**config.mk**
```make
export PLATFORM = sky130hd
export DESIGN_NAME = ffza_alu
export DESIGN_NICKNAME = d
export VERILOG_FILES = /design/src/design/ffza_pkg.sv /design/src/design/ffza_alu.sv
export SDC_FILE = /design/constraint.sdc
export NUM_CORES = 1
export LEC_CHECK = 0
export ABC_AREA = 1
export BUFFER_PORTS_ARGS = -buffer_cell sky130_fd_sc_hd__buf_2
export CAP_MARGIN = 20
export CORE_AREA = 2 2 100 93
export DETAILED_ROUTE_END_ITERATION = 12
export DIE_AREA = 0 0 102 95
export GPL_TIMING_DRIVEN = 0
export PLACE_DENSITY = 0.67
export SLEW_MARGIN = 20
export SYNTH_ARGS = -nofsm -noshare
export SYNTH_HDL_FRONTEND = slang
export SYNTH_SLANG_ARGS = --single-unit
```
**constraint.sdc**
```tcl
create_clock -name vclk -period 13.9
set_input_delay 3.475 -clock vclk [all_inputs]
set_output_delay 3.475 -clock vclk [all_outputs]
set_load 0.01 [all_outputs]
```
**src/design/ffza_pkg.sv**
```systemverilog
// shared types, constants and codes of the first-fit zone allocator
`default_nettype none

package ffza_pkg;

  localparam int WORD_W = 32;
  localparam int ADDR_BITS = 32;
  localparam int MAX_BLOCKS_DEF = 128;

  // top of the address space, 2^min(ADDR_BITS, 32)
  localparam logic [WORD_W:0] SPACE_LIMIT =
    (ADDR_BITS >= WORD_W) ? {1'b1, {WORD_W{1'b0}}} : ((WORD_W + 1)'(1) << ADDR_BITS);

  localparam int CFG_IDX_W = 1;
  localparam logic [CFG_IDX_W-1:0] REG_ZONE_BASE = 1'b0;
  localparam logic [CFG_IDX_W-1:0] REG_ZONE_LENGTH = 1'b1;

  localparam logic [1:0] STAT_GRANT = 2'd0;
  localparam logic [1:0] STAT_NOSPACE = 2'd1;
  localparam logic [1:0] STAT_FULL = 2'd2;

  typedef enum logic [3:0] {
    ST_IDLE,
    ST_END,
    ST_EMPTY,
    ST_CAND,
    ST_NEXT,
    ST_LAST,
    ST_SHIFT,
    ST_PLACE,
    ST_RESP
  } state_t;

  typedef struct packed {
    logic [WORD_W-1:0] a;
    logic [WORD_W-1:0] b;
    logic              cin;
    logic [WORD_W:0]   cmp;
  } alu_in_t;

  typedef struct packed {
    logic [WORD_W:0] sum;
    logic            le;
    logic            ge;
  } alu_out_t;

endpackage

`default_nettype wire

```
**src/design/ffza_alu.sv**
```systemverilog
// shared adder with compare against a bound
`default_nettype none

module ffza_alu
  import ffza_pkg::*;
(
  input  wire alu_in_t  op_i,
  output      alu_out_t res_o
);

  logic [WORD_W:0] sum;

  always_comb begin
    sum = {1'b0, op_i.a} + {1'b0, op_i.b} + {{WORD_W{1'b0}}, op_i.cin};
    res_o.sum = sum;
    res_o.le = (sum <= op_i.cmp);
    res_o.ge = (sum >= op_i.cmp);
  end

endmodule

`default_nettype wire

```
==> flow_summary.json, run 1 <==
{
  "status": "finished clean",
  "power_density_nw_per_um2": 49.5,
  "port_buffers": 133,
  "nClkBuffers": 0,
  "crit_start": "op_i[33]",
  "hold_class": "in2out",
  "routed_via_density": 4.32,
  "arrival_ns": 6.39,
  "worstSetupPathType": "in2out",
  "drv_cap": 0,
  "syn-num-nets": 840,
  "layout-drive-gt1-share_pct": 17.9,
  "slew_viol_final": 0,
  "start_util_pct": 38.7,
  "setup_tns_ns": 0,
  "grt-ovfl-total": 0,
  "die_w_um": 102,
  "nFlopsAndLatches": 0,
  "die_h_um": 95,
  "p_clk_share_pct": 0,
  "setup_viol": 0,
  "grt_max_degree": 6,
  "grtUsageTotal_pct": 19.8,
  "dp_hpwl_mm": 9.00,
  "min_period_over_period_pct": 71.0,
  "p_int_w": 0.0000802,
  "power_frac_comb_pct": 100.0,
  "nNetsFinal": 975,
  "power.leakage_nw": 2.91,
  "ir_drop_uv": 16.1,
  "holdPathStages": 3,
  "rsz0062_at_grt": "false",
  "max_freq_mhz": 101,
  "core_um2": 8750,
  "power_frac_seq_pct": 0,
  "seq_area_um2": 0,
  "route.detailed.drc": 0,
  "seq_area_frac_synth_pct": 0,
  "antenna_left": 0,
  "dieArea_um2": 9690,
  "end_kind": "output pin",
  "cp.required_ns": 10.43,
  "num_rows": 33,
  "ys_warn_count": 0,
  "netlist_instances": 676,
  "post_cts_buffers": 0,
  "tightest_slew_ns": 0.367,
  "drt_pass1_iterations": 4,
  "place_congestion": 0.964,
  "vias": 4026,
  "worstPathMaxFanout": 3,
  "n_antenna_cell": 0,
  "finalWirelength_mm": 9.64,
  "place_area_um2": 4200,
  "cp-start-kind": "input pin",
  "grt_pass1_wl_mm": 15.7,
  "switchingPower_w": 0.000128,
  "p_sw_share_pct": 61.5,
  "cts_hold_buf": 0,
  "fin_area_um2": 4200,
  "relSlewSlack_pct": 75.4,
  "wl_per_cell_um": 10.4,
  "netlist_area_um2": 3380,
  "syn_area_per_cell_um2": 5.01,
  "grt_pass1_vias": 3552,
  "fill_cells": 1048,
  "hold_viol_final": 0,
  "crit_path_end": "res_o[1]",
  "ios": 133,
  "antenna_found_initial": 0,
  "drt_iter0_markers": 151,
  "period_needed_ns": 9.87,
  "synth_cell_types": 21,
  "ctsResizeCount": 0,
  "area_growth_pct": 24.2
}
## layer usage
metal | share of wire [%] | GRT usage (%)
met1 | 52 | 29.5
met3 | 4.3 | 0.148
met5 | 0 | 0
met2 | 44 | 34.1
met4 | 0 | 0
## stage by stage
stage | total power [W] | cells | hold WS, ns | utilization [%] | setup slack, ns
floorplan | 0.000138 | 676 | 7.15 | - | 4.59
global placement | 0.000207 | 931 | 7.34 | 48.0 | 4.04
detailed placement | 0.000208 | 931 | 7.35 | 48.0 | 4.02
CTS | 0.000209 | 931 | 7.35 | 48.0 | 4.01
global route | 0.000241 | 931 | 7.37 | 48.0 | 3.68
finish | 0.000208 | 931 | 7.35 | 48.0 | 4.03
## placed cells by master (no fill, tap or decap), drive strengths merged, types with 4 or more instances in the layout
| master | synthesis | routed |
|---|---|---|
| a21oi | 34 | 34 |
| and2 | 4 | 4 |
| buf | 0 | 133 |
| ha | 64 | 64 |
| inv | 172 | 172 |
| nand2 | 278 | 278 |
| nand3 | 27 | 27 |
| nand4 | 6 | 6 |
| nor2 | 55 | 55 |
| nor3 | 7 | 7 |
| xor2 | 14 | 14 |
## how the worst min path moves through the flow
stage,start,endpoint,slack [ns]
floorplan,op_i[66],res_o[2],7.15
global placement,op_i[66],res_o[2],7.34
detailed placement,op_i[66],res_o[2],7.35
CTS,op_i[66],res_o[2],7.35
global route,op_i[66],res_o[2],7.37
finish,op_i[66],res_o[2],7.35
## power by group through the flow
| stage | clock, W | sequential (W) | combinational [W] |
|---|---|---|---|
| 6_report | 0 | 0 | 0.000208 |
| 5_1_grt | 0 | 0 | 0.000241 |
| 3_3_place_gp | 0 | 0 | 0.000207 |
| 2_1_floorplan | 0 | 0 | 0.000138 |
| 4_1_cts | 0 | 0 | 0.000209 |
| 3_5_place_dp | 0 | 0 | 0.000208 |
## synth_stat cells
library cell	instances	area [um^2]
nand3_1	27	135
ha_1	64	801
nand2_2	6	37.5
nand4_1	6	37.5
nor2_2	5	31.3
xnor2_1	1	8.76
xor2_1	14	123
or2_1	1	6.26
o21ai_0	3	15.0
a21oi_1	34	170
fa_1	2	40.0
nor3_1	6	30.0
o21bai_1	1	7.51
a21o_1	2	15.0
o21a_1	2	15.0
inv_1	172	646
nor3_2	1	10.0
nand2_1	272	1020
and2_1	4	25.0
nand3b_1	3	22.5
nor2_1	50	188
## worst max-delay path, cell delays in order
cell      delay, ns
buf_2          0.11
fa_1           0.44
inv_1          0.09
fa_1           0.20
inv_1          0.07
nand3_1        0.06
nand3_1        0.13
nand2_1        0.11
nand2_1        0.09
nand2_1        0.10
nand3_1        0.11
nand2_1        0.07
nand2_1        0.06
ha_1           0.30
nand2_1        0.08
nor2_1         0.13
nand4_1        0.17
nor2_1         0.19
nand3b_1       0.13
nand3_1        0.10
nand2_1        0.05
buf_2          0.14
## cell families after synthesis
group                      synth area share, %
and+or+nand+nor                           45.6
xor gates and xnor gates                  3.88
buffers and inverters                     19.1
adders and majority gates                 24.8
AOI/OAI and AO/OA                         6.58
## area by class of cell
cell class | count | area, um^2 | area share [%]
timing repair buffer | 133 | 666 | 15.8
tap | 122 | 153 | 3.63
multi-input combinational | 504 | 2740 | 65.2
inverter | 172 | 646 | 15.4
Power figures use the tool's default switching activity.
==> run 2, diff against run 1 <==
--- a/config.mk
+++ b/config.mk
@@ -5,14 +5,14 @@
 export SDC_FILE = /design/constraint.sdc
 export NUM_CORES = 1
 export LEC_CHECK = 0
-export ABC_AREA = 1
+export ABC_AREA = 0
 export BUFFER_PORTS_ARGS = -buffer_cell sky130_fd_sc_hd__buf_2
 export CAP_MARGIN = 20
-export CORE_AREA = 2 2 100 93
+export CORE_AREA = 2 2 90 84
 export DETAILED_ROUTE_END_ITERATION = 12
-export DIE_AREA = 0 0 102 95
+export DIE_AREA = 0 0 92 86
 export GPL_TIMING_DRIVEN = 0
-export PLACE_DENSITY = 0.67
+export PLACE_DENSITY = 0.7
 export SLEW_MARGIN = 20
 export SYNTH_ARGS = -nofsm -noshare
 export SYNTH_HDL_FRONTEND = slang
==> constraint.sdc (replaced) <==
create_clock -name vclk -period 10.3
set_input_delay 2.575 -clock vclk [all_inputs]
set_output_delay 2.575 -clock vclk [all_outputs]
set_load 0.01 [all_outputs]
==> run 2 against run 1 <==
Sequential share of layout area unchanged. First-iteration DRC count down 55%. Non-clock buffer count up 7. Total power up 30%. Critical path depth down 4. Setup slack worse by 2.7 ns. Synthesized area down 20%. Synthesized cell count down 44%. Via count down 20%. Critical endpoint is now res_o[0]. Largest power group unchanged.
==> flow_summary.json, run 2 <==
{
  "post_cts_buffers": 0,
  "status": "finished clean",
  "synthMostInstantiatedCell": "ha_1",
  "grt-ovfl-total": 0,
  "arrival_ns": 6.43,
  "holdPathEnd": "res_o[2]",
  "final_cell_mix": "buf_2 (136), ha_1 (64), inv_1 (43)",
  "holdPathStages": 3,
  "drt_pass1_iterations": 4,
  "min_period_over_period_pct": 87.4,
  "place_congestion": 0.896,
  "slew_viol_final": 0,
  "dp_hpwl_mm": 7.11,
  "crit_chain": "buf_2, fa_1, inv_1, fa_1, nor2b_1, o2111ai_1, a21oi_2, o21ai_1, a41o_2, mux2i_1, a2111oi_2, ha_1, a21o_1, a21o_1, a221oi_1, o211ai_1, nand2b_1, buf_2",
  "hold_viol_final": 0,
  "core_um2": 6890,
  "power_frac_seq_pct": 0,
  "ys_warn_count": 0,
  "n_antenna_cell": 0,
  "slowest_delay_ns": 0.50,
  "grtUsageTotal_pct": 19.4,
  "synth_top_area_cell": "ha_1",
  "setup_viol": 0,
  "relSlewSlack_pct": 68.0,
  "period_needed_ns": 9.00,
  "nClkBuffers": 0,
  "p_clk_share_pct": 0,
  "power_density_nw_per_um2": 77.4,
  "netlist_instances": 376,
  "switchingPower_w": 0.000150,
  "worstSetupPathType": "in2out",
  "p_int_w": 0.000120,
  "routed_via_density": 5.33,
  "synth_commonest_cells": "ha_1 (64), inv_1 (43), a21oi_1 (37)",
  "cp-start-kind": "input pin",
  "start_util_pct": 39.4,
  "power.leakage_nw": 1.95,
  "layout-drive-gt1-share_pct": 29.9,
  "drt_iter0_markers": 68,
  "die_h_um": 86,
  "syn_area_per_cell_um2": 7.22,
  "nNetsFinal": 675,
  "finalWirelength_mm": 7.91,
  "area_growth_pct": 28.8,
  "seq_area_frac_synth_pct": 0,
  "top_layer_used": "met4",
  "die_w_um": 92,
  "worstPathMaxFanout": 3,
  "end_kind": "output pin",
  "ios": 133,
  "hold_class": "in2out",
  "tightest_slew_ns": 0.474,
  "p_sw_share_pct": 55.5,
  "antenna_found_initial": 0,
  "vias": 3208,
  "netlist_area_um2": 2710,
  "grt_max_degree": 11,
  "rsz0062_at_grt": "false",
  "drv_cap": 0,
  "met2_length_mm": 3.65,
  "grt_pass1_vias": 3079,
  "ctsResizeCount": 0,
  "wl_per_cell_um": 13.1,
  "port_buffers": 133,
  "cp.required_ns": 7.73,
  "num_rows": 29,
  "wl_met1_mm": 3.68,
  "seq_area_um2": 0,
  "power_frac_comb_pct": 100.0,
  "dieArea_um2": 7910,
  "synth_cell_types": 56,
  "wl_met3_um": 535,
  "crit_slowest_cell": "a2111oi_2",
  "mostFrequentLayoutCell": "buf_2",
  "route.detailed.drc": 0,
  "min-delay-start": "op_i[66]",
  "synthTopCellsByArea": "ha_1 (30%), a21o_1 (6.9%), a21oi_1 (6.8%), inv_1 (5.9%), xnor2_1 (5.2%)",
  "cts_hold_buf": 0,
  "antenna_left": 0,
  "max_freq_mhz": 111,
  "setup_tns_ns": 0,
  "nFlopsAndLatches": 0,
  "ir_drop_uv": 35.6,
  "layout_setup_ws_ns": 1.30,
  "synth_top_area_share_pct": 29.5,
  "grt_pass1_wl_mm": 13.2,
  "syn-num-nets": 540,
  "pre_cts_ws_ns": 1.30
}
-- run 2: cell count changes after synthesis, moves of 15 or more --
cell	delta
a21o_1	+23
inv_1	-129
nand2_1	-248
nand3_1	-19
nor2_1	-26
xnor2_1	+15
-- run 2: layout make-up --
type / count / area (um^2)
Fill cell: 717 / 3400
Multi-Input combinational cell: 326 / 2520
Timing Repair Buffer: 133 / 666
Buffer: 7 / 30.0
Tap cell: 93 / 116
Inverter: 43 / 161
-- run 2: worst max path at each step --
stage	from	end
after global placement	op_i[33]	res_o[0]
final	op_i[33]	res_o[0]
after global routing	op_i[33]	res_o[0]
after detailed placement	op_i[33]	res_o[0]
after floorplan	op_i[33]	res_o[0]
after CTS	op_i[33]	res_o[0]
-- run 2: cell families after synthesis --
logic type | synth area share [%]
AOI/OAI and AO/OA | 32.2
xor gates and xnor gates | 8.07
adders and majority gates | 31.0
buffers and inverters | 7.05
muxes | 1.20
and+or+nand+nor | 20.5
-- run 2: through the flow --
| stage | utilization, % | hold WS, ns | cell area [um^2] | total power, W | std cells |
|---|---|---|---|---|---|
| floorplan | - | 5.35 | 2710 | 0.000183 | 376 |
| global placement | 50.7 | 5.54 | 3500 | 0.000265 | 602 |
| detailed placement | 50.7 | 5.54 | 3500 | 0.000270 | 602 |
| CTS | 50.7 | 5.55 | 3500 | 0.000272 | 602 |
| global route | 50.7 | 5.56 | 3500 | 0.000307 | 602 |
| finish | 50.7 | 5.54 | 3500 | 0.000270 | 602 |
-- run 2: power by group through the flow --
stage / combinational [W] / clock (W) / sequential, W
final: 0.000270 / 0 / 0
after global routing: 0.000307 / 0 / 0
after detailed placement: 0.000270 / 0 / 0
after floorplan: 0.000183 / 0 / 0
after CTS: 0.000272 / 0 / 0
after global placement: 0.000265 / 0 / 0
-- run 2: layer usage --
metal	vias up	global-route usage, %
li1	1646	-
met1	1451	27.0
met2	105	34.4
met3	6	1.58
met4	0	1.22
met5	-	0
-- run 2: critical path, delay by kind of cell --
kind	cells	cell delay, ns
adders and majority gates	3	1.02
muxes	1	0.11
AOI/OAI and AO/OA	9	2.13
buffers and inverters	3	0.35
and+or+nand+nor	2	0.24
==> run 3, diff against run 2 <==
--- a/config.mk
+++ b/config.mk
@@ -8,11 +8,13 @@
 export ABC_AREA = 0
 export BUFFER_PORTS_ARGS = -buffer_cell sky130_fd_sc_hd__buf_2
 export CAP_MARGIN = 20
-export CORE_AREA = 2 2 90 84
+export CELL_PAD_IN_SITES_DETAIL_PLACEMENT = 0
+export CELL_PAD_IN_SITES_GLOBAL_PLACEMENT = 1
+export CORE_AREA = 2 2 99 92
 export DETAILED_ROUTE_END_ITERATION = 12
-export DIE_AREA = 0 0 92 86
+export DIE_AREA = 0 0 101 94
 export GPL_TIMING_DRIVEN = 0
-export PLACE_DENSITY = 0.7
+export PLACE_DENSITY_LB_ADDON = 0.1
 export SLEW_MARGIN = 20
 export SYNTH_ARGS = -nofsm -noshare
 export SYNTH_HDL_FRONTEND = slang
==> run 3 against run 2 <==
Hold slack got worse by 0.0089 ns. Die area increased by 20%. Combinational power about the same. Total power increased by 0.36%. Flip-flop and latch count unchanged. Critical endpoint unchanged. Via count decreased by 1.6%. Cell count increased by 1.5%. Setup slack got worse by 0.11 ns. Fmax decreased by 1.2%. Global-route usage decreased by 2.9 points. First-iteration DRC count increased by 38%. Largest cell class unchanged.
==> flow_summary.json, run 3 (synthesis gave the netlist of run 2 again) <==
{
  "vias": 3158,
  "grt_max_degree": 11,
  "power_w": 0.000271,
  "cp.required_ns": 7.73,
  "fill_cells": 919,
  "slew_viol_final": 0,
  "setup_tns_ns": 0,
  "layout_setup_ws_ns": 1.19,
  "period_needed_ns": 9.11,
  "die_h_um": 94,
  "ir_drop_uv": 26.9,
  "drt_pass1_iterations": 4,
  "final_core_util_pct": 41.7,
  "antenna_found_initial": 0,
  "port_buffers": 133,
  "power.leakage_nw": 1.95,
  "route.detailed.drc": 0,
  "finalWirelength_mm": 8.17,
  "status": "finished clean",
  "hold_ws_ns": 5.54,
  "seq_area_um2": 0,
  "n_antenna_cell": 0,
  "final_cell_mix": "buf_2 (136), ha_1 (64), inv_1 (43)",
  "relSlewSlack_pct": 67.9,
  "switchingPower_w": 0.000151,
  "power_density_nw_per_um2": 77.4,
  "setup_viol": 0,
  "post_cts_buffers": 0,
  "drt_iter0_markers": 94,
  "end_kind": "output pin",
  "dieArea_um2": 9490,
  "tightest_slew_ns": 0.477,
  "ctsResizeCount": 0,
  "drv_cap": 0,
  "routed_via_density": 5.17,
  "nFlopsAndLatches": 0,
  "nNetsFinal": 675,
  "grt_pass1_wl_mm": 13.2,
  "core_um2": 8410,
  "power_frac_comb_pct": 100.0,
  "grt-ovfl-total": 0,
  "power_frac_seq_pct": 0,
  "p_clk_share_pct": 0,
  "max_freq_mhz": 110,
  "hold_class": "in2out",
  "layout-drive-gt1-share_pct": 29.9,
  "min_period_over_period_pct": 88.5,
  "wl_per_cell_um": 13.4,
  "num_rows": 32,
  "p_sw_share_pct": 55.7,
  "dp_hpwl_mm": 7.43,
  "ios": 133,
  "grt_pass1_vias": 2963,
  "worstPathMaxFanout": 3,
  "die_w_um": 101,
  "p_int_w": 0.000120,
  "worstSetupPathType": "in2out",
  "area_growth_pct": 29.2,
  "antenna_left": 0,
  "start_util_pct": 32.3,
  "grtUsageTotal_pct": 16.5,
  "cp-start-kind": "input pin",
  "place_congestion": 0.867,
  "arrival_ns": 6.54,
  "rsz0062_at_grt": "false",
  "pre_cts_ws_ns": 1.20,
  "nClkBuffers": 0,
  "mostFrequentLayoutCell": "buf_2",
  "hold_viol_final": 0,
  "cts_hold_buf": 0
}
## run 3: cell counts in the layout (fill, tap and decap cells not counted)
No cell type changed its count.
## run 3: worst paths after layout
kind              cells after the start  endpoint     start  slack, ns
setup / recovery                     19  res_o[0]  op_i[34]       1.19
hold / removal                        3  res_o[2]  op_i[66]       5.54
## run 3: final cells by class
class,count,area [um^2],area share [%]
tap,102,128,3.64
buffer,7,30.0,0.856
inverter,43,161,4.60
timing repair buffer,133,666,19.0
multi-input combinational,326,2520,71.9
## run 3: critical path, stage by stage
cell and delay (ns):
buf_2 0.09, fa_1 0.22, inv_1 0.07, fa_1 0.41, nor2b_1 0.18, o2111ai_1 0.20
a21oi_2 0.26, a21oi_1 0.17, o31ai_1 0.49, o22a_1 0.29, xnor2_1 0.13, ha_1 0.31
nand4_1 0.11, or2_2 0.33, nor2_1 0.17, o311ai_1 0.13, o211ai_1 0.13, nand2b_1 0.13
buf_2 0.13
## run 3: power groups by stage
stage | sequential, W | combinational (W) | clock, W
3_3_place_gp | 0 | 0.000271 | 0
5_1_grt | 0 | 0.000309 | 0
2_1_floorplan | 0 | 0.000183 | 0
3_5_place_dp | 0 | 0.000273 | 0
4_1_cts | 0 | 0.000275 | 0
6_report | 0 | 0.000271 | 0
## run 3: per-layer routing
metal	routed length (um)	global-route usage (%)	up-vias
met3	424	0.818	0
met2	3770	28.9	90
met1	3980	23.7	1416
met4	0	0	0
li1	-	-	1652
met5	0	0	-
## run 3: through the flow
| step | cells | instance area, um^2 |
|---|---|---|
| global route | 611 | 3510 |
| detailed placement | 611 | 3510 |
| CTS | 611 | 3510 |
| floorplan | 376 | 2710 |
| global placement | 611 | 3510 |
| finish | 611 | 3510 |
